### src/hw/rtl/bpfa_pkg.sv
// ----------------------------------------------------------------------------
// Bitmap page frame allocator package
// Shared types, operation and status codes, and the command and status
// structs that join the controller to the datapath.
// ----------------------------------------------------------------------------
package bpfa_pkg;

    // Width that holds any first or last block index of a range operation.
    localparam int RNG_W = 25;

    // Field widths of the stream payloads.
    localparam int BIDX_W  = 15;
    localparam int BCNT_W  = 16;
    localparam int REGN_W  = 32;
    localparam int RBLK_W  = 15;
    localparam int RADDR_W = 27;

    localparam int IN_TDATA_W  = 128;
    localparam int OUT_TDATA_W = 48;

    typedef enum logic [1:0] {
        OP_ALLOC   = 2'd0,
        OP_RELEASE = 2'd1,
        OP_RESERVE = 2'd2,
        OP_TEST    = 2'd3
    } op_t;

    typedef enum logic [1:0] {
        ST_OK    = 2'd0,
        ST_FULL  = 2'd1,
        ST_RANGE = 2'd2
    } status_t;

    // Commands from the controller to the datapath.
    typedef struct packed {
        logic init_wr;
        logic load;
        logic setup;
        logic rd;
        logic exam;
        logic step;
        logic ld_out;
    } cmd_t;

    // Status from the datapath to the controller.
    typedef struct packed {
        logic init_last;
        logic no_work;
        logic out_free;
        logic word_full;
        logic at_last;
        op_t  op;
    } sts_t;

endpackage

### src/hw/rtl/bpfa_dp.sv
// ----------------------------------------------------------------------------
// Allocator datapath
// Holds the operation, the range bounds and the word pointer, builds the
// modified map word, and keeps the output register.
// ----------------------------------------------------------------------------
module bpfa_dp
    import bpfa_pkg::*;
#(
    parameter int NUM_FRAMES    = 32768,
    parameter int BLOCK_SHIFT   = 12,
    parameter int MAP_WORD_BITS = 32,
    parameter int MAP_WORDS     = (NUM_FRAMES + MAP_WORD_BITS - 1) / MAP_WORD_BITS,
    parameter int WADDR_W       = (MAP_WORDS > 1) ? $clog2(MAP_WORDS) : 1
) (
    input  logic                     clk,
    input  logic                     rst_n,
    input  cmd_t                     cmd,
    output sts_t                     sts,
    // Input item fields
    input  op_t                      in_op,
    input  logic [BIDX_W-1:0]        in_block_index,
    input  logic [BCNT_W-1:0]        in_block_count,
    input  logic [REGN_W-1:0]        in_region_base,
    input  logic [REGN_W-1:0]        in_region_length,
    input  logic [REGN_W-1:0]        in_region_type,
    // Map RAM
    output logic                     ram_we,
    output logic [WADDR_W-1:0]       ram_waddr,
    output logic [MAP_WORD_BITS-1:0] ram_wdata,
    output logic                     ram_re,
    output logic [WADDR_W-1:0]       ram_raddr,
    input  logic [MAP_WORD_BITS-1:0] ram_rdata,
    // Result
    output logic                     out_valid,
    input  logic                     out_ready,
    output status_t                  out_status,
    output logic [RBLK_W-1:0]        out_block,
    output logic [RADDR_W-1:0]       out_address,
    output logic                     out_used
);

    localparam int W         = MAP_WORD_BITS;
    localparam int BIT_W     = $clog2(MAP_WORD_BITS);
    localparam int IDX_W     = WADDR_W + BIT_W;
    localparam int ALLOC_LAST = MAP_WORDS * MAP_WORD_BITS - 1;

    localparam logic [RNG_W-1:0]   N_BLK  = RNG_W'(NUM_FRAMES);
    localparam logic [RNG_W-1:0]   N_LAST = RNG_W'(NUM_FRAMES - 1);
    localparam logic [WADDR_W-1:0] W_LAST = WADDR_W'(MAP_WORDS - 1);

    // Operation registers.
    op_t              op_reg;
    logic [RNG_W-1:0] first_reg;
    logic [RNG_W-1:0] last_reg;
    logic             empty_reg;
    logic             skip_reg;
    status_t          status_reg;
    logic [IDX_W-1:0] blk_reg;
    logic             used_reg;
    logic [WADDR_W-1:0] w_reg;

    // Output register.
    logic               out_valid_reg;
    status_t            out_status_reg;
    logic [RBLK_W-1:0]  out_block_reg;
    logic [RADDR_W-1:0] out_address_reg;
    logic               out_used_reg;

    // Load-time values.
    logic [RNG_W-1:0] rel_first;
    logic [RNG_W-1:0] rel_cnt;
    logic [RNG_W-1:0] ld_first;
    logic [RNG_W-1:0] ld_cnt;
    logic [RNG_W-1:0] ld_last;
    logic             ld_empty;
    logic             ld_skip;
    status_t          ld_status;

    // Word-level values.
    logic               oob;
    logic [WADDR_W-1:0] first_word;
    logic [WADDR_W-1:0] last_word;
    logic [BIT_W-1:0]   lo_bit;
    logic [BIT_W-1:0]   hi_bit;
    logic [W-1:0]       range_mask;
    logic [W-1:0]       free_bits;
    logic [W-1:0]       low_free;
    logic [BIT_W-1:0]   low_idx;
    logic [W-1:0]       new_word;
    logic               alloc_hit;
    logic               is_range;
    logic [31:0]        blk_wide;
    logic [63:0]        addr_wide;

    // Decode of the incoming item into a block range.
    always_comb
    begin
        rel_first = RNG_W'(in_region_base >> BLOCK_SHIFT);
        rel_cnt   = RNG_W'(in_region_length >> BLOCK_SHIFT);
        ld_skip   = 1'b0;
        ld_status = ST_OK;
        case (in_op)
            OP_ALLOC:
            begin
                ld_first  = '0;
                ld_cnt    = RNG_W'(ALLOC_LAST + 1);
                ld_status = ST_FULL;
            end
            OP_RELEASE:
            begin
                ld_first = rel_first;
                ld_cnt   = rel_cnt;
                ld_skip  = (in_region_type != 32'd1);
            end
            OP_RESERVE:
            begin
                ld_first = RNG_W'(in_block_index);
                ld_cnt   = RNG_W'(in_block_count);
            end
            default:
            begin
                ld_first  = RNG_W'(in_block_index);
                ld_cnt    = RNG_W'(1);
                ld_status = (RNG_W'(in_block_index) >= N_BLK) ? ST_RANGE : ST_OK;
            end
        endcase
        ld_last  = ld_first + ld_cnt - RNG_W'(1);
        ld_empty = (ld_cnt == '0);
    end

    // Range clamp and work check, evaluated in the setup step.
    assign oob        = !empty_reg && (last_reg >= N_BLK);
    assign first_word = first_reg[BIT_W +: WADDR_W];
    assign last_word  = last_reg[BIT_W +: WADDR_W];
    assign is_range   = (op_reg == OP_RELEASE) || (op_reg == OP_RESERVE);

    // Bit mask of the range within the current word.
    always_comb
    begin
        lo_bit = (w_reg == first_word) ? first_reg[BIT_W-1:0] : '0;
        hi_bit = (w_reg == last_word) ? last_reg[BIT_W-1:0] : BIT_W'(W - 1);
        for (int j = 0; j < W; j++)
        begin
            range_mask[j] = (BIT_W'(j) >= lo_bit) && (BIT_W'(j) <= hi_bit);
        end
    end

    // Lowest free bit of the current word.
    always_comb
    begin
        free_bits = ~ram_rdata;
        low_free  = free_bits & (~free_bits + W'(1));
        low_idx   = '0;
        for (int j = 0; j < W; j++)
        begin
            if (low_free[j])
            begin
                low_idx = low_idx | BIT_W'(j);
            end
        end
    end

    assign alloc_hit = (op_reg == OP_ALLOC) && (free_bits != '0);

    // Modified word for write-back.
    always_comb
    begin
        case (op_reg)
            OP_ALLOC:   new_word = ram_rdata | low_free;
            OP_RELEASE: new_word = ram_rdata & ~range_mask;
            default:    new_word = ram_rdata | range_mask;
        endcase
    end

    // Map RAM access.
    assign ram_we    = cmd.init_wr || (cmd.exam && (alloc_hit || is_range));
    assign ram_waddr = w_reg;
    assign ram_wdata = cmd.init_wr ? {W{1'b1}} : new_word;
    assign ram_re    = cmd.rd;
    assign ram_raddr = w_reg;

    // Status to the controller.
    assign sts.init_last = (w_reg == W_LAST);
    assign sts.no_work   = skip_reg || empty_reg || (first_reg >= N_BLK);
    assign sts.out_free  = !out_valid_reg || out_ready;
    assign sts.word_full = (free_bits == '0);
    assign sts.at_last   = (w_reg == last_word);
    assign sts.op        = op_reg;

    // Word pointer: sweeps the map after reset and walks each operation.
    always_ff @(posedge clk or negedge rst_n)
    begin
        if (!rst_n)
        begin
            w_reg <= '0;
        end
        else if (cmd.init_wr || cmd.step)
        begin
            w_reg <= w_reg + WADDR_W'(1);
        end
        else if (cmd.setup)
        begin
            w_reg <= first_word;
        end
    end

    // Operation registers.
    always_ff @(posedge clk)
    begin
        if (cmd.load)
        begin
            op_reg     <= in_op;
            first_reg  <= ld_first;
            last_reg   <= ld_last;
            empty_reg  <= ld_empty;
            skip_reg   <= ld_skip;
            status_reg <= ld_status;
            blk_reg    <= '0;
            used_reg   <= 1'b0;
        end
        else if (cmd.setup)
        begin
            if (is_range)
            begin
                status_reg <= (!skip_reg && oob) ? ST_RANGE : ST_OK;
                if (oob)
                begin
                    last_reg <= N_LAST;
                end
            end
        end
        else if (cmd.exam)
        begin
            if (alloc_hit)
            begin
                status_reg <= ST_OK;
                blk_reg    <= {w_reg, low_idx};
            end
            if (op_reg == OP_TEST)
            begin
                used_reg <= ram_rdata[first_reg[BIT_W-1:0]];
            end
        end
    end

    assign blk_wide  = 32'(blk_reg);
    assign addr_wide = 64'(blk_reg) << BLOCK_SHIFT;

    // Output handshake.
    always_ff @(posedge clk or negedge rst_n)
    begin
        if (!rst_n)
        begin
            out_valid_reg <= 1'b0;
        end
        else if (cmd.ld_out)
        begin
            out_valid_reg <= 1'b1;
        end
        else if (out_ready)
        begin
            out_valid_reg <= 1'b0;
        end
    end

    // Output payload.
    always_ff @(posedge clk)
    begin
        if (cmd.ld_out)
        begin
            out_status_reg  <= status_reg;
            out_block_reg   <= blk_wide[RBLK_W-1:0];
            out_address_reg <= addr_wide[RADDR_W-1:0];
            out_used_reg    <= used_reg;
        end
    end

    assign out_valid   = out_valid_reg;
    assign out_status  = out_status_reg;
    assign out_block   = out_block_reg;
    assign out_address = out_address_reg;
    assign out_used    = out_used_reg;

endmodule

### config.mk
export PLATFORM = sky130hd
export DESIGN_NAME = bpfa_dp
export DESIGN_NICKNAME = d
export VERILOG_FILES = /design/src/hw/rtl/bpfa_pkg.sv /design/src/hw/rtl/bpfa_dp.sv
export SDC_FILE = /design/constraint.sdc
export NUM_CORES = 1
export LEC_CHECK = 0
export BUFFER_PORTS_ARGS = -buffer_cell sky130_fd_sc_hd__buf_2
export CELL_PAD_IN_SITES_DETAIL_PLACEMENT = 1
export CELL_PAD_IN_SITES_GLOBAL_PLACEMENT = 1
export CORE_MARGIN = 4
export CORE_UTILIZATION = 34
export DETAILED_ROUTE_END_ITERATION = 12
export PLACE_DENSITY = 0.78
export SLEW_MARGIN = 20
export SYNTH_ARGS = -nofsm -noshare
export SYNTH_HDL_FRONTEND = slang
export SYNTH_SLANG_ARGS = --single-unit
export TNS_END_PERCENT = 100
### constraint.sdc
create_clock -name clk -period 2.1 [get_ports clk]
set_clock_uncertainty 0.15 [all_clocks]
set_input_delay 0 -clock clk [delete_from_list [all_inputs] [get_ports clk]]
set_output_delay 0 -clock clk [all_outputs]
set_load 0.1 [all_outputs]
## Word level (Yosys, flattened, before mapping)

Cells that the tools add are included.

| operators by class | value |
|---|---|
| add/sub/neg operators | 4 |
| magnitude comparators | 67 |
| eq/ne operators | 11 |
| multiplexer cells | 88 |
| bitwise logic cells | 7 |
| reduce and logical (&&, ||, !) cells | 65 |

Operator list:

| kind | number |
|---|---|
| two-way mux 25 bit | 10 |
| two-way mux 15 bit | 9 |
| inverter 32 bit | 3 |
| two-way mux 5 bit | 18 |
| >= comparator 5 bit (first input constant) | 16 |
| less-or-equal comparator 5 bit (first input constant) | 16 |
| AND 32 bit | 2 |
| bitwise OR 32 bit | 2 |
| one-hot mux 32 bit (2 select lines) | 1 |
| one-hot mux 20 bit (3 select lines) | 1 |
| >= comparator 25 x 16 -> 1 bit (second input constant) | 2 |
| >= comparator 4 x 5 -> 1 bit (first input constant) | 8 |
| less-or-equal comparator 4 x 5 -> 1 bit (first input constant) | 8 |
| one-hot mux 20 bit (2 select lines) | 1 |
| logical AND 1 bit | 36 |
| adder 32 x 1 -> 32 bit (second input constant) | 1 |
| zero test 32 bit | 1 |
| two-way mux 2 bit | 16 |
| two-way mux 32 bit | 1 |
| two-way mux 4 bit | 8 |
| != test 32 x 1 -> 1 bit (second input constant) | 1 |
| nonzero test 32 bit | 1 |
| two-way mux 10 bit | 3 |
| adder 25 bit | 1 |
| other kinds (25) | 76 |

| storage, ports and cells | value |
|---|---|
| flip-flop bits (word level) | 101 |
| bits of input ports | 171 |
| output and inout port bits | 107 |

## Longest topological paths before layout

| depth | value |
|---|---|
| depth in word-level cells | 44 |
| depth in mapped cells | 18 |
| mapped depth without buffers | 15 |

## Least setup slack after synthesis

Ideal clock, no wire load.

| timing | value |
|---|---|
| kind | flip-flop to output port |
| start | register w_reg[4], in the netlist ram_raddr[4] |
| end | output port ram_wdata[25] |
| arrival | 4988 ps |
| data required time | 1950 ps |
| slack | -3038 ps |
| stages on the path, launching flop included | 11 |
| path buffers | 2 |
| path through | dfrtp_1 buf_2 xnor2_1 nand4_1 or3_1 inv_2 buf_2 o21ai_0 o21ai_0 nand2_1 a21boi_0 |

RTL lines:

| element | line | text |
|---|---|---|
| start: declaration | bpfa_dp.sv:60 | `logic [WADDR_W-1:0] w_reg;` |
| start signal: assignment | bpfa_dp.sv:199 | `w_reg <= w_reg + WADDR_W'(1);` |
| start signal: assignment | bpfa_dp.sv:203 | `w_reg <= first_word;` |
| end: declaration | bpfa_dp.sv:29 | `output logic [MAP_WORD_BITS-1:0] ram_wdata,` |

## Worst setup path in the final report

| timing | value |
|---|---|
| start | register w_reg[0], in the netlist ram_raddr[0] |
| end | output port ram_wdata[11] |

| between the ends | value |
|---|---|
| longest elaborated chain between the ends | 8 |
| elaborated cells between the ends (all ways) | 12 |
| those cells by class | order compare (2); eq/ne (2); mux (4); bitwise (3); reduce/logical (1) |

RTL lines:

| element | line | text |
|---|---|---|
| equality test 10 bit, on equally long branches | bpfa_dp.sv:140, bpfa_dp.sv:141 |  |
| two-way mux 5 bit, on equally long branches | bpfa_dp.sv:140, bpfa_dp.sv:141 |  |
| >= comparator 4 x 5 -> 1 bit / less-or-equal comparator 4 x 5 -> 1 bit (equally long branches) | bpfa_dp.sv:144 | `range_mask[j] = (BIT_W'(j) >= lo_bit) && (BIT_W'(j) <= hi_bit);` |
| logical AND 1 bit * | bpfa_dp.sv:144 |  |
| inverter 32 bit | bpfa_dp.sv:170 | `OP_RELEASE: new_word = ram_rdata & ~range_mask;` |
| AND 32 bit | bpfa_dp.sv:170 |  |
| one-hot mux 32 bit (2 select lines) * | bpfa_dp.sv:168 | `case (op_reg)` |
| two-way mux 32 bit * | bpfa_dp.sv:178 | `assign ram_wdata = cmd.init_wr ? {W{1'b1}} : new_word;` |

Mark *: on every way between the ends. The rest lies on a longest branch, timed or not.

==> metrics.txt <==
clock latency on the worst-skew pair 0.36 ns; max-slew violation count 0; register area share after synthesis 31.69%; Buffers & Inverters on Critical Path 5; Ys Warns 0; Multi-input gate area 0.006714 sq mm; num rows 57; CTS tree yes; status finished with violations; routed length per instance 29.37 um; Initial Util 34.61%; Routed WL 53.84 mm; simple-gate area share of the yosys netlist 20.75%; synth top area cells edfxtp_1 25%, ha_1 6.4%, nand2_1 4.8%, a21oi_1 4.0%, dfxtp_1 3.8%; failing checks setup timing; Synth area leader edfxtp_1; ys flop type edfxtp_1; total grt overflow 0; Non-Filler Instances 1833; drt via density 6.230; Synth Area in Adders 6.630%; via count 11420; Final Cycle Share 145.9%; Root Buffer Master clkbuf_16; mux share of post-synthesis cell area 3.389%; Post-synth ARST share 11.46%; critical path startpoint category flop; DR pass1 iterations 5; Detailed Place HPWL 30.25 mm; Compound-Gate Fraction of Synth Area 23.61%; relative slew slack 34.91%; synthesis-to-layout area growth 81.39%; largest net degree at the start of global routing 27; drt initial violations 1134; CTS Buf Count 9; CP Data Required Time 1.95 ns; Highest Clock Rate 326.3 MHz; maxcap violations 0; Power Total 11.63 mW; fin crit period 3.064 ns; PortBufs 239; Die Span X 165.3 um; io pins 278; hold path start in_region_type[25]; setup total negative slack -41.53 ns; Synth top area share 24.62%; gr usage total 33.54%; antenna violations before repair 2; register area 0.002693 sq mm; CP Capture Type output port; Crit path largest cell delay 0.54 ns; post-synthesis xor/xnor area fraction 3.122%; worst path arrival time 2.91 ns; crit-path cells xor2_1 -> nor4_2 -> buf_4 -> nand3_2 -> buf_6 -> buf_6 -> nor2_4 -> buf_4 -> or4_4 -> a32oi_4 -> buf_12; clock-pin slew on the worst setup and hold paths 0.08 ns; leakage 6.568 nW; PD cells 761.9 mW/mm^2; H-tree depth 3; slowest CP cell or4_4; Sink Count 96; cell family with most CP delay buffers and inverters; Worst setup startpoint ram_raddr[0]; Mapped Cells 997; max reg flops 25; reg2reg start first_reg[0]; Post-synth EDFFs 69; setup ws final -0.9643 ns; fill count 2632; vias in the first global route 11470; Max rail drop VDD 0.8635 mV; final core utilization 62.78%; die height 165.3 um; endpoints failing hold 0; #FFs+latches synth 96; Hold WS 0.0004546 ns; Netlist cell types 96; CTS max path bufs 2; WS Path Type flop to output port; first-pass GRT wire length 69.77 mm; residual DRC count 0; final setup fails 57; commonest non-fill, non-tap cell in the layout buf_4; Netlist Area Pre-Place 0.008417 sq mm; Critical Path Fanout Max 4; die footprint 0.02734 sq mm; Inst Count DP 1703; worst hold path class input pin to flop; unrepaired setup endpoints after global routing yes; largest family of logic cells by synthesized area compound AO/OA/AOI/OAI gates; fraction of layout cells with a size suffix above 1 56.17%; Mean Syn Cell Area 8.442 sq um; Worst Tran Pin Value 0.9731 ns; # nets final 1718; most frequent cells in the layout 238 x buf_4, 201 x buf_2, 91 x nand2_1, 69 x edfxtp_1, 62 x inv_1; gpl congestion 0.9434; Final ANT Viol Nets 0; Core Box Area 0.02432 sq mm
[cell type report]
type	count	area share, %
Multi-Input combinational cell	735	43.98
Inverter	79	2.139
Sequential cell	96	17.64
Antenna cell	1	0.01639
Tap cell	324	2.655
Clock inverter	5	0.2295
Timing Repair Buffer	582	31.54
Clock buffer	11	1.803
[what timing repair did]
action | 4_1_cts | 5_1_grt
setup endpoints to repair | 55 | 60
hold endpoints to repair | 62 | 0
resized for setup | 180 | 119
cloned | 3 | 0
buffers inserted | 41 | 32
hold buffers | 45 | 0
pin swaps | 77 | 89
[metrics by stage]
stage / worst slack (ns) / cell area, sq um
final: -0.9643 / 15270
after global routing: -1.037 / 15270
after CTS: -0.8578 / 14480
after detailed placement: -1.130 / 12600
after global placement: -1.041 / 12600
after floorplan: -1.004 / 9530
[layer usage]
| layer | track usage (%) | up-vias | share of wire, % |
|---|---|---|---|
| li1 | - | 4613 | - |
| met1 | 39.19 | 5557 | 35 |
| met2 | 58.56 | 917 | 48 |
| met3 | 6.801 | 330 | 9.1 |
| met4 | 16.42 | 2 | 7.7 |
| met5 | 0 | - | 0.037 |
[Yosys cell counts (12+ instances only)]
cell type  instances
clkbuf_1          36
a21o_1            12
a21oi_1           67
nor4_1            13
xor2_1            15
nand2_1          107
inv_1             78
nand4_1           15
o21ai_0           57
nor2b_1           12
ha_1              43
edfxtp_1          69
xnor2_1           15
o21a_1            17
a22oi_1           30
a211oi_1          18
nand2b_1          17
nand3_1           17
buf_4             39
dfxtp_1           16
nor2_1            75
nor3_1            17
a311oi_1          13
[path summary, 6_finish.rpt]
check,to,slack [ns],cells after the start
setup / recovery,ram_wdata[11],-0.96,11
hold / removal,skip_reg,0.0005,4
setup reg to reg,used_reg,-0.23,6
hold reg to reg,out_block[0],0.28,0
max in group asynchronous,ram_raddr[3],0.76,3
min in group asynchronous,out_valid,0.59,3
[tightest hold or removal path, delay by kind of cell]
kind / cells / cell delay (ns)
buf+inv: 1 / 0.08
simple gates: 2 / 0.18
compound gates: 1 / 0.14
[power breakdown]
group	switching, mW	internal, mW	total (mW)
combinational	4.71	2.54	7.25
clock	0.816	0.954	1.77
sequential	0.260	2.35	2.61
total	5.78	5.85	11.6
[kinds of logic (layout without fill, tap and decap cells)]
| family | Yosys count | in the layout |
|---|---|---|
| AND/OR/NAND/NOR | 336 | 337 |
| AO/OA/AOI/OAI | 297 | 297 |
| buffers and inverters | 178 | 677 |
| flip-flops | 96 | 96 |
| adder cells (fa/ha/maj) | 44 | 44 |
| XOR/XNOR | 30 | 30 |
| multiplexers | 15 | 15 |
| other | 1 | 13 |
(Power assumes the default switching activity.)
