--- config.mk ---
export PLATFORM = sky130hd
export DESIGN_NAME = bpfa_ctrl
export DESIGN_NICKNAME = d
export VERILOG_FILES = /design/src/hw/rtl/bpfa_pkg.sv /design/src/hw/rtl/bpfa_ctrl.sv
export SDC_FILE = /design/constraint.sdc
export NUM_CORES = 1
export LEC_CHECK = 0
export ABC_AREA = 0
export BUFFER_PORTS_ARGS = -buffer_cell sky130_fd_sc_hd__buf_4
export CORE_AREA = 2 2 39 41
export DETAILED_ROUTE_END_ITERATION = 6
export DIE_AREA = 0 0 41 43
export GPL_TIMING_DRIVEN = 0
export SYNTH_ARGS = -nofsm -noshare
export SYNTH_HDL_FRONTEND = slang
export SYNTH_SLANG_ARGS = --single-unit
--- constraint.sdc ---
create_clock -name clk -period 2.7 [get_ports clk]
set_clock_uncertainty 0.05 [all_clocks]
set_input_delay 0.135 -clock clk [delete_from_list [all_inputs] [get_ports clk]]
set_output_delay 0.135 -clock clk [all_outputs]
set_load 0.02 [all_outputs]
--- src/hw/rtl/bpfa_pkg.sv ---
// ----------------------------------------------------------------------------
// Bitmap page frame allocator package
// Shared types, operation and status codes, and the command and status
// structs that join the controller to the datapath.
// ----------------------------------------------------------------------------
package bpfa_pkg;

    // Width that holds any first or last block index of a range operation.
    localparam int RNG_W = 25;

    // Field widths of the stream payloads.
    localparam int BIDX_W  = 15;
    localparam int BCNT_W  = 16;
    localparam int REGN_W  = 32;
    localparam int RBLK_W  = 15;
    localparam int RADDR_W = 27;

    localparam int IN_TDATA_W  = 128;
    localparam int OUT_TDATA_W = 48;

    typedef enum logic [1:0] {
        OP_ALLOC   = 2'd0,
        OP_RELEASE = 2'd1,
        OP_RESERVE = 2'd2,
        OP_TEST    = 2'd3
    } op_t;

    typedef enum logic [1:0] {
        ST_OK    = 2'd0,
        ST_FULL  = 2'd1,
        ST_RANGE = 2'd2
    } status_t;

    // Commands from the controller to the datapath.
    typedef struct packed {
        logic init_wr;
        logic load;
        logic setup;
        logic rd;
        logic exam;
        logic step;
        logic ld_out;
    } cmd_t;

    // Status from the datapath to the controller.
    typedef struct packed {
        logic init_last;
        logic no_work;
        logic out_free;
        logic word_full;
        logic at_last;
        op_t  op;
    } sts_t;

endpackage

--- src/hw/rtl/bpfa_ctrl.sv ---
// ----------------------------------------------------------------------------
// Allocator controller
// Sequences the map sweep after reset and the word-by-word read, examine
// and write-back steps of each operation.
// ----------------------------------------------------------------------------
module bpfa_ctrl
    import bpfa_pkg::*;
(
    input  logic clk,
    input  logic rst_n,
    input  logic in_valid,
    output logic in_ready,
    output cmd_t cmd,
    input  sts_t sts
);

    typedef enum logic [2:0] {
        S_INIT,
        S_IDLE,
        S_SETUP,
        S_RD,
        S_EXAM,
        S_DONE
    } state_t;

    state_t state_reg;
    logic   exam_done;

    // The examined word ends the operation.
    always_comb
    begin
        case (sts.op)
            OP_TEST:  exam_done = 1'b1;
            OP_ALLOC: exam_done = !sts.word_full || sts.at_last;
            default:  exam_done = sts.at_last;
        endcase
    end

    // Command decode.
    always_comb
    begin
        cmd = '0;
        unique case (state_reg)
            S_INIT:  cmd.init_wr = 1'b1;
            S_IDLE:  cmd.load    = in_valid;
            S_SETUP: cmd.setup   = 1'b1;
            S_RD:    cmd.rd      = 1'b1;
            S_EXAM:
            begin
                cmd.exam = 1'b1;
                cmd.step = !exam_done;
            end
            S_DONE:  cmd.ld_out  = sts.out_free;
            default: cmd = '0;
        endcase
    end

    assign in_ready = (state_reg == S_IDLE);

    // State register.
    always_ff @(posedge clk or negedge rst_n)
    begin
        if (!rst_n)
        begin
            state_reg <= S_INIT;
        end
        else
        begin
            unique case (state_reg)
                S_INIT:
                begin
                    if (sts.init_last)
                    begin
                        state_reg <= S_IDLE;
                    end
                end
                S_IDLE:
                begin
                    if (in_valid)
                    begin
                        state_reg <= S_SETUP;
                    end
                end
                S_SETUP:
                begin
                    state_reg <= sts.no_work ? S_DONE : S_RD;
                end
                S_RD:
                begin
                    state_reg <= S_EXAM;
                end
                S_EXAM:
                begin
                    state_reg <= exam_done ? S_DONE : S_RD;
                end
                S_DONE:
                begin
                    if (sts.out_free)
                    begin
                        state_reg <= S_IDLE;
                    end
                end
                default:
                begin
                    state_reg <= S_INIT;
                end
            endcase
        end
    end

endmodule

# ---- Word-level counts from Yosys, hierarchy flattened
# Index checks and enable logic that the tools add are counted.
dict set report word_totals {
  ff_bits 3
  latchBits 0
  ramBits 0
  romBits 0
  in_bits 10
  output_inout_bits 8
  n_memories 0
}
dict set report classes {
  addsub 0
  mul 0
  div_mod_pow 0
  magnitude_cmp 0
  eq_ne 9
  shift 0
  mux 13
  bitwise 0
  n_reduce_logical 6
}
# op count
set op_table {}
lappend op_table {{case mux 3 bit (6 select lines)} 1}
lappend op_table {{2-to-1 mux 3 bit} 5}
lappend op_table {{== test 3 x 2 -> 1 bit (second input constant)} 2}
lappend op_table {{== test 3 bit (second input constant)} 2}
lappend op_table {{!= test 2 bit (second input constant)} 3}
lappend op_table {{2-to-1 mux 1 bit} 5}
lappend op_table {{== test 3 x 1 -> 1 bit (second input constant)} 1}
lappend op_table {{zero test 3 bit} 1}
lappend op_table {{AND reduction 3 bit} 1}
lappend op_table {{== test 2 bit (second input constant)} 1}
lappend op_table {{zero test 1 bit} 2}
lappend op_table {{zero test 2 bit} 1}
lappend op_table {{2-to-1 mux 2 bit} 1}
lappend op_table {{case mux 1 bit (2 select lines)} 1}
lappend op_table {{logical OR 1 bit} 1}

# ---- Logic depth before layout (Yosys ltp)
# Gate-level depths: netlist (run 1).
dict set report logic_depth {
  ltp_word 5
  mapped_depth 6
  ltp_nobuf 6
}

# ---- Worst setup path after synthesis (run 1)
# No wires, ideal clock.
dict set report synth_timing {
  path_kind {register -> register}
  startpoint {register state_reg[1]}
  endpoint {register state_reg[1]}
  setup_ns 0.065
  arrival_time_ns 1.291
  setup_slack_ns 1.294
  path_stages_with_launch 6
  n_path_buf 1
  cell_sequence {dfrtp_1 buf_2 nand2b_4 nor2_2 o21a_1 o21a_1}
}
dict set report synth_via {
  elab_chain_cells 3
  elab_cells_between_ends 11
  cone_classes {eq/ne (8); mux (1); reduce/logical (2)}
}
# element line
set synth_rtl {}
lappend synth_rtl {{start: declaration} bpfa_ctrl.sv:26} ;# state_t state_reg;
lappend synth_rtl {{start signal: assignment} bpfa_ctrl.sv:86} ;# state_reg <= sts.no_work ? S_DONE : S_RD;
lappend synth_rtl {{start signal: assignment} bpfa_ctrl.sv:94} ;# state_reg <= exam_done ? S_DONE : S_RD;
lappend synth_rtl {{== test 3 bit, or another cell as far along} bpfa_ctrl.sv:69} ;# unique case (state_reg)
lappend synth_rtl {{!= test 2 bit (no source line)} n/a}
lappend synth_rtl {{AND reduction 3 bit (no source line)} n/a}
# Several ways; a longest one is shown, not always the timed one.
# A chain may end at the register's enable or synchronous reset.

==> impl_metrics.json, run 1 <==
{
  "crit_chain": "buf_2 -> nand2b_4 -> nor2_2 -> o21a_1 -> buf_4",
  "period_share_pct": 54.6,
  "clk_latency_ns": 0.23,
  "end_kind": "output pin",
  "r2r_cells": 3,
  "worst_setup_path_start_kind": "register",
  "hold_violations": 0,
  "grt_pass1_wl_mm": 1.27,
  "cp.arrival_ns": 1.29,
  "finalSetupTns_ns": 0,
  "avgSynthCellArea_um2": 7.81,
  "cts.reportedPaths.clkPinSlew_ns": 0.04,
  "initial_core_util_pct": 23.1,
  "cts_max_level": 1,
  "stdcell_area_um2": 504,
  "ant_nets": 0,
  "min_period_ns": 1.48,
  "power_per_cell_area_nw_per_um2": 980,
  "synth.net_count": 53,
  "max_slew.worst_pin.slew_ns": 0.228,
  "core_area_um2": 1380,
  "min_path_type": "input pin to async pin",
  "root_buffer": "clkbuf_4",
  "cts_inserted_buffers": 3,
  "path_class": "register to output pin",
  "vias": 357,
  "timing.fmax_mhz": 678,
  "use_met2_pct": 13.1,
  "relSlewSlack_pct": 84.7,
  "use_met3_pct": 6.28,
  "net-switching-power_w": 0.000219,
  "layout.cells.non_filler": 79,
  "post_cts_buffers": 0,
  "timing.hold.ws_ns": 0.174,
  "worstPathMaxFanout": 10,
  "gp_congestion": 0.745,
  "track_usage_pct": 11.1,
  "clock_sinks": 3,
  "worstPathRequired_ns": 2.52,
  "clockPowerShare_pct": 16.0,
  "cpMaxStageDelayCell": "dfrtp_1",
  "synth.distinct_cells": 21,
  "wl_per_cell_um": 9.65,
  "crit_family": "flip-flops",
  "rsz0062_at_grt": "false",
  "die_y_um": 43,
  "synth_warnings": 0,
  "p_sw_share_pct": 44.3,
  "grt_pass1_vias": 305,
  "setup_violations": 0,
  "p_int_w": 0.000275,
  "dr.pass1.iters": 4,
  "maxSlewViolCount": 0,
  "area_growth_pct": 57.4,
  "max_stage_delay_ns": 0.34,
  "cts_max_path_buffers": 2,
  "diodes": 0,
  "portBuffers": 17,
  "io_pins": 18,
  "ys_ff_latch": 3,
  "n_fill_cell": 163,
  "syn_area_um2": 320,
  "drt_iter0_markers": 6,
  "final_nets": 76,
  "ir_drop_mv": 0.457,
  "syn-instance-count": 41,
  "wl_um": 762,
  "cp_num_cells": 5,
  "crit_buf_inv": 2,
  "vias_per_cell": 4.52,
  "placedCellCount": 74,
  "drive_gt1_share_pct": 39.7,
  "dp_hpwl_um": 567,
  "cts_tree": "built",
  "ys_seq_area_share_pct": 23.4,
  "max_cap_violations": 0,
  "combPwrFrac_pct": 66.6,
  "antenna_found_initial": 0,
  "largest_register_ffs": 3,
  "met1_usage_pct": 14.5,
  "dieWidth_um": 41,
  "status": "completed",
  "place_area_um2": 468,
  "seqPwrFrac_pct": 17.4,
  "drc": 0,
  "grt_max_degree": 11,
  "grt_overflow": 0,
  "num_rows": 14,
  "grt.busiest_layer": "met1",
  "leakagePower_nw": 0.266,
  "die_area_um2": 1760
}
power groups by stage:
stage | logic, W | clock network (W) | registers (W)
final | 0.000329 | 0.0000790 | 0.0000860
after global routing | 0.000365 | 0.0000870 | 0.0000887
after CTS | 0.000332 | 0.0000811 | 0.0000868
after floorplan | 0.000228 | 0 | 0.0000830
after detailed placement | 0.000329 | 0 | 0.0000871
after global placement | 0.000326 | 0 | 0.0000868
cell usage in the layout, fill, tap and decap left out, types with 2 or more instances in the layout:
cell type   n
nor3_1      2
a21oi_1     3
clkbuf_4    3
o21a_1      2
buf_4      17
nor2_1      6
ha_1        2
buf_2       2
nand2_1     2
inv_1       4
mux2i_1     2
dfrtp_1     3
nand2b_1    3
worst paths after layout:
check,from,endpoint,slack [ns]
max,state_reg[1],cmd[1],1.22
min,rst_n,state_reg[2],0.17
max reg2reg,state_reg[0],state_reg[2],1.46
min reg2reg,state_reg[2],state_reg[2],0.55
max in group asynchronous,rst_n,state_reg[0],2.33
min in group clk,sts[6],state_reg[0],0.18
repair_timing:
item / CTS / global route
endpoints found under the hold margin: 3 / 0
resized for setup: 0 / 0
hold buffers: 1 / 0
stage by stage:
| stage | utilization, % | worst slack (ns) | total power (W) |
|---|---|---|---|
| floorplan | - | 1.29 | 0.000311 |
| global placement | 33.8 | 1.39 | 0.000413 |
| detailed placement | 33.8 | 1.39 | 0.000416 |
| CTS | 36.4 | 1.20 | 0.000500 |
| global route | 36.4 | 1.14 | 0.000540 |
| finish | 36.4 | 1.22 | 0.000494 |
worst reg2reg max path, cell delays in order (launching register included):
cell and delay, ns:
dfrtp_1 0.43, buf_2 0.20, o311a_1 0.35, a21oi_1 0.13
cell type report:
cell class / count / area, µm² / share of cell area, %
tap: 16 / 20.0 / 3.97
clock buffer: 4 / 26.3 / 5.21
inverter: 4 / 15.0 / 2.98
buffer: 3 / 21.3 / 4.22
sequential: 3 / 75.1 / 14.9
timing repair buffer: 18 / 138 / 27.3
multi-input combinational: 31 / 209 / 41.4
Yosys cell counts (all sizes together):
cell    count  area share [%]
ha          2             7.8
nor3b       1             2.3
o311a       1             3.1
nand2b      4              10
or3b        1             2.7
o21a        2             4.7
inv         4             4.7
dfrtp       3              23
and2        1             2.0
mux2i       2             6.3
nor2        7             9.0
buf         3             6.6
o32ai       1             2.7
nand2       2             2.3
and3        1             2.0
a21oi       3             4.7
nor3        2             3.1
a22oi       1             2.3
cells by family after synthesis:
kind of cell	Yosys count	share of synthesized area [%]
buffers and inverters	7	11.3
flip-flops	3	23.4
multiplexers	2	6.25
AND/OR/NAND/NOR	19	33.6
AO/OA/AOI/OAI	8	17.6
adder cells (fa/ha/maj)	2	7.81
layer usage:
metal  part of all wire [%]  routed length (µm)  vias to the layer above
met1                     45                 340                      157
li1                       -                   -                      182
met2                     45                 344                       15
met5                      0                   0                        -
met3                    8.8                  67                        3
met4                    1.3                  10                        0
Power figures use the tool's default switching activity.
==> run 2: changes to the inputs <==
==> constraint.sdc (replaced) <==
create_clock -name clk -period 1.3 [get_ports clk]
set_clock_uncertainty 0.05 [all_clocks]
set_input_delay 0.065 -clock clk [delete_from_list [all_inputs] [get_ports clk]]
set_output_delay 0.065 -clock clk [all_outputs]
set_load 0.02 [all_outputs]
==> impl_metrics.json, run 2 (same netlist as run 1, synthesis figures left out) <==
{
  "worstPathRequired_ns": 1.19,
  "grt_pass1_wl_mm": 1.31,
  "rsz0062_at_grt": "true",
  "hold_violations": 0,
  "wl_um": 850,
  "cts_max_level": 1,
  "timing.fmax_mhz": 771,
  "max_cap_violations": 0,
  "track_usage_pct": 11.4,
  "core_area_um2": 1380,
  "utilization_pct": 43.6,
  "pre_cts_slack_ns": 0.0479,
  "dieWidth_um": 41,
  "n_fill_cell": 154,
  "layout_common_cells": "buf_4, buf_6, nor2_1, inv_1",
  "root_buffer": "clkbuf_4",
  "worst_setup_path_start_kind": "register",
  "status": "completed",
  "cts_inserted_buffers": 3,
  "initial_core_util_pct": 23.1,
  "clockPowerShare_pct": 12.9,
  "cts_max_path_buffers": 2,
  "max_slew.worst_pin.slew_ns": 0.227,
  "area_growth_pct": 88.3,
  "min_path_type": "input pin to register",
  "p_sw_share_pct": 40.7,
  "power_per_cell_area_nw_per_um2": 2130,
  "vias": 364,
  "io_pins": 18,
  "p_int_w": 0.000761,
  "drc": 0,
  "drive_gt1_share_pct": 54.4,
  "final_common_cell": "buf_4",
  "ir_drop_mv": 0.947,
  "end_kind": "output pin",
  "largest_register_ffs": 3,
  "combPwrFrac_pct": 72.2,
  "net-switching-power_w": 0.000522,
  "antenna_found_initial": 0,
  "vias_per_cell": 4.33,
  "timing.hold.ws_ns": 0.0875,
  "cts_tree": "built",
  "clock_sinks": 3,
  "dr.pass1.iters": 4,
  "clk_latency_ns": 0.24,
  "min_period_ns": 1.30,
  "leakagePower_nw": 0.304,
  "die_area_um2": 1760,
  "layout.cells.non_filler": 84,
  "num_rows": 14,
  "timing.final.ws_setup_ns": 0.00256,
  "grt_overflow": 0,
  "wl_per_cell_um": 10.1,
  "placedCellCount": 74,
  "cp.arrival_ns": 1.18,
  "final_nets": 81,
  "worstPathMaxFanout": 7,
  "seqPwrFrac_pct": 15.0,
  "gp_congestion": 0.704,
  "diodes": 0,
  "relSlewSlack_pct": 84.8,
  "maxSlewViolCount": 0,
  "die_y_um": 43,
  "ant_nets": 0,
  "path_class": "register to output pin",
  "setup_violations": 0,
  "drt_iter0_markers": 1,
  "cts.reportedPaths.clkPinSlew_ns": 0.04,
  "period_share_pct": 99.8,
  "finalSetupTns_ns": 0,
  "grt_pass1_vias": 349,
  "grt_max_degree": 11,
  "portBuffers": 17
}
## run 2: layer usage
metal / global-route usage (%) / routed length, µm / part of all wire [%]
met2: 18.8 / 459 / 54
met1: 10.6 / 326 / 38
met4: 6.00 / 0 / 0
met3: 6.28 / 64 / 7.5
met5: 0 / 0 / 0
## run 2: cell type report
type / count / area (µm²) / area share [%]
Clock buffer: 4 / 26.3 / 4.36
Multi-Input combinational cell: 31 / 235 / 39.0
Sequential cell: 3 / 77.6 / 12.9
Buffer: 2 / 22.5 / 3.73
Inverter: 4 / 15.0 / 2.49
Tap cell: 16 / 20.0 / 3.32
Timing Repair Buffer: 24 / 206 / 34.2
## run 2: power groups by stage
stage          clock [W]  combinational, W  sequential (W)
2_1_floorplan          0          0.000482        0.000178
3_3_place_gp           0          0.000687        0.000187
3_5_place_dp           0          0.000685        0.000186
4_1_cts         0.000173          0.000860        0.000198
5_1_grt         0.000180          0.000997        0.000198
6_report        0.000165          0.000926        0.000192
## run 2: per-stage QoR
step           power (W)  cell area [µm²]
3_5_place_dp    0.000872              474
4_1_cts          0.00123              582
2_1_floorplan   0.000660              327
5_1_grt          0.00138              603
6_report         0.00128              603
3_3_place_gp    0.000874              474
## run 2: path summary, 6_finish.rpt
path                                 to    startpoint  slack, ns  cells past startpoint
max in group asynchronous  state_reg[0]         rst_n       0.99                      2
hold / removal             state_reg[0]        sts[6]       0.09                      3
setup reg to reg           state_reg[1]  state_reg[2]       0.05                      6
min in group asynchronous  state_reg[2]         rst_n       0.10                      2
hold reg to reg            state_reg[2]  state_reg[1]       0.58                      2
setup / recovery                 cmd[5]  state_reg[2]      0.003                      4
## run 2: critical path: stages, from the launching register on
cell and delay, ns:
dfrtp_1 0.39, buf_6 0.14, nor2_4 0.12, and3_4 0.19
buf_6 0.11
## run 2: timing repair
item | 4_1_cts | 5_1_grt
buffers inserted | 4 | 2
hold buffers | 1 | 0
endpoints found under the setup margin | 7 | 5
resized for setup | 10 | 2
pin swaps | 2 | 2
endpoints found under the hold margin | 3 | 0
==> run 3: changes to the inputs <==
--- a/config.mk
+++ b/config.mk
@@ -10,7 +10,7 @@
 export CORE_AREA = 2 2 39 41
 export DETAILED_ROUTE_END_ITERATION = 6
 export DIE_AREA = 0 0 41 43
-export GPL_TIMING_DRIVEN = 0
+export GPL_TIMING_DRIVEN = 1
 export SYNTH_ARGS = -nofsm -noshare
 export SYNTH_HDL_FRONTEND = slang
 export SYNTH_SLANG_ARGS = --single-unit
==> impl_metrics.json, run 3 (same netlist as run 1, synthesis figures left out) <==
{
  "status": "finished with violations",
  "violations": "negative setup slack",
  "clk_latency_ns": 0.23,
  "layout_common_cells": "buf_4, nor2_1, inv_1, buf_6",
  "setup_violations": 1,
  "timing.final.ws_setup_ns": -0.00266,
  "hold_violations": 0,
  "path_class": "register to output pin",
  "cts_max_path_buffers": 2,
  "final_common_cell": "buf_4",
  "vias": 374,
  "wl_um": 819,
  "cts_max_level": 1,
  "layout.cells.non_filler": 85,
  "wl_per_cell_um": 9.64,
  "power_per_cell_area_nw_per_um2": 2110,
  "dieWidth_um": 41,
  "n_fill_cell": 150,
  "ir_drop_mv": 0.908,
  "worst_setup_path_start_kind": "register",
  "dr.pass1.iters": 3,
  "cp.arrival_ns": 1.19,
  "worstPathMaxFanout": 7,
  "largest_register_ffs": 3,
  "initial_core_util_pct": 23.1,
  "stdcell_area_um2": 587,
  "rrSetupSlack_ns": 0.08,
  "drt_iter0_markers": 3,
  "num_rows": 14,
  "cts_tree": "built",
  "die_area_um2": 1760,
  "drive_gt1_share_pct": 52.2,
  "root_buffer": "clkbuf_4",
  "grt_pass1_vias": 334,
  "pre_cts_slack_ns": 0.117,
  "period_share_pct": 100,
  "io_pins": 18,
  "cts_inserted_buffers": 3,
  "gp_congestion": 0.707,
  "ant_nets": 0,
  "relSlewSlack_pct": 83.4,
  "min_path_type": "input pin to register",
  "clock_sinks": 3,
  "worstPathRequired_ns": 1.19,
  "end_kind": "output pin",
  "cts.reportedPaths.clkPinSlew_ns": 0.04,
  "max_slew.worst_pin.slew_ns": 0.247,
  "diodes": 0,
  "final_nets": 82,
  "core_area_um2": 1380,
  "track_usage_pct": 10.3,
  "grt_pass1_wl_mm": 1.26,
  "area_growth_pct": 83.2,
  "dp_hpwl_um": 613,
  "drc": 0,
  "place_area_um2": 483,
  "maxSlewViolCount": 0,
  "timing.fmax_mhz": 768,
  "rsz0062_at_grt": "true",
  "antenna_found_initial": 0,
  "vias_per_cell": 4.40,
  "grt_overflow": 0,
  "placedCellCount": 75,
  "max_cap_violations": 0,
  "grt_max_degree": 9,
  "leakagePower_nw": 0.300,
  "min_period_ns": 1.30,
  "die_y_um": 43,
  "portBuffers": 17
}
-- run 3: area by class of cell --
class | instances | area (µm²) | area share (%)
Sequential cell | 3 | 77.6 | 13.2
Clock buffer | 4 | 26.3 | 4.48
Inverter | 4 | 15.0 | 2.56
Multi-Input combinational cell | 31 | 228 | 38.8
Timing Repair Buffer | 27 | 220 | 37.5
Tap cell | 16 | 20.0 | 3.41
-- run 3: what timing repair did --
action                                 CTS  global route
setup endpoints to repair                5             5
endpoints found under the hold margin    3             0
setup buffers                            4             1
gates resized for setup                  6             3
hold buffers                             1             0
pin swaps                                0             2
-- run 3: metal layers --
metal	GRT usage [%]	vias to the layer above	wire (µm)
met2	17.2	7	478
met3	1.57	0	37
li1	-	196	-
met5	0	-	0
met4	6.00	0	0
met1	11.6	171	304
-- run 3: metrics by stage --
step	total power [W]	utilization, %	setup TNS [ns]	hold WS, ns
after global routing	0.00133	42.4	-0.186	0.125
after global placement	0.000901	34.9	0	-0.195
final	0.00124	42.4	-0.00266	0.0964
after CTS	0.00119	41.0	0	0.0922
after floorplan	0.000660	-	0	-0.281
after detailed placement	0.000905	34.9	0	-0.195
-- run 3: power breakdown --
group          switching, W  internal [W]
sequential        0.0000745      0.000142
clock             0.0000449      0.000115
combinational      0.000387      0.000473
total              0.000506      0.000730
-- run 3: final timing paths --
kind / from / to / cells after the start
hold / removal: sts[6] / state_reg[0] / 3
setup reg to reg: state_reg[2] / state_reg[1] / 5
setup / recovery: state_reg[1] / cmd[5] / 4
max in group asynchronous: rst_n / state_reg[0] / 2
min in group asynchronous: rst_n / state_reg[2] / 2
hold reg to reg: state_reg[1] / state_reg[0] / 2
-- run 3: worst max-delay path: stages, from the launching register on --
cell and delay (ns):
dfrtp_1 0.40, buf_6 0.15, nor2_4 0.11, and3_4 0.18, buf_6 0.11
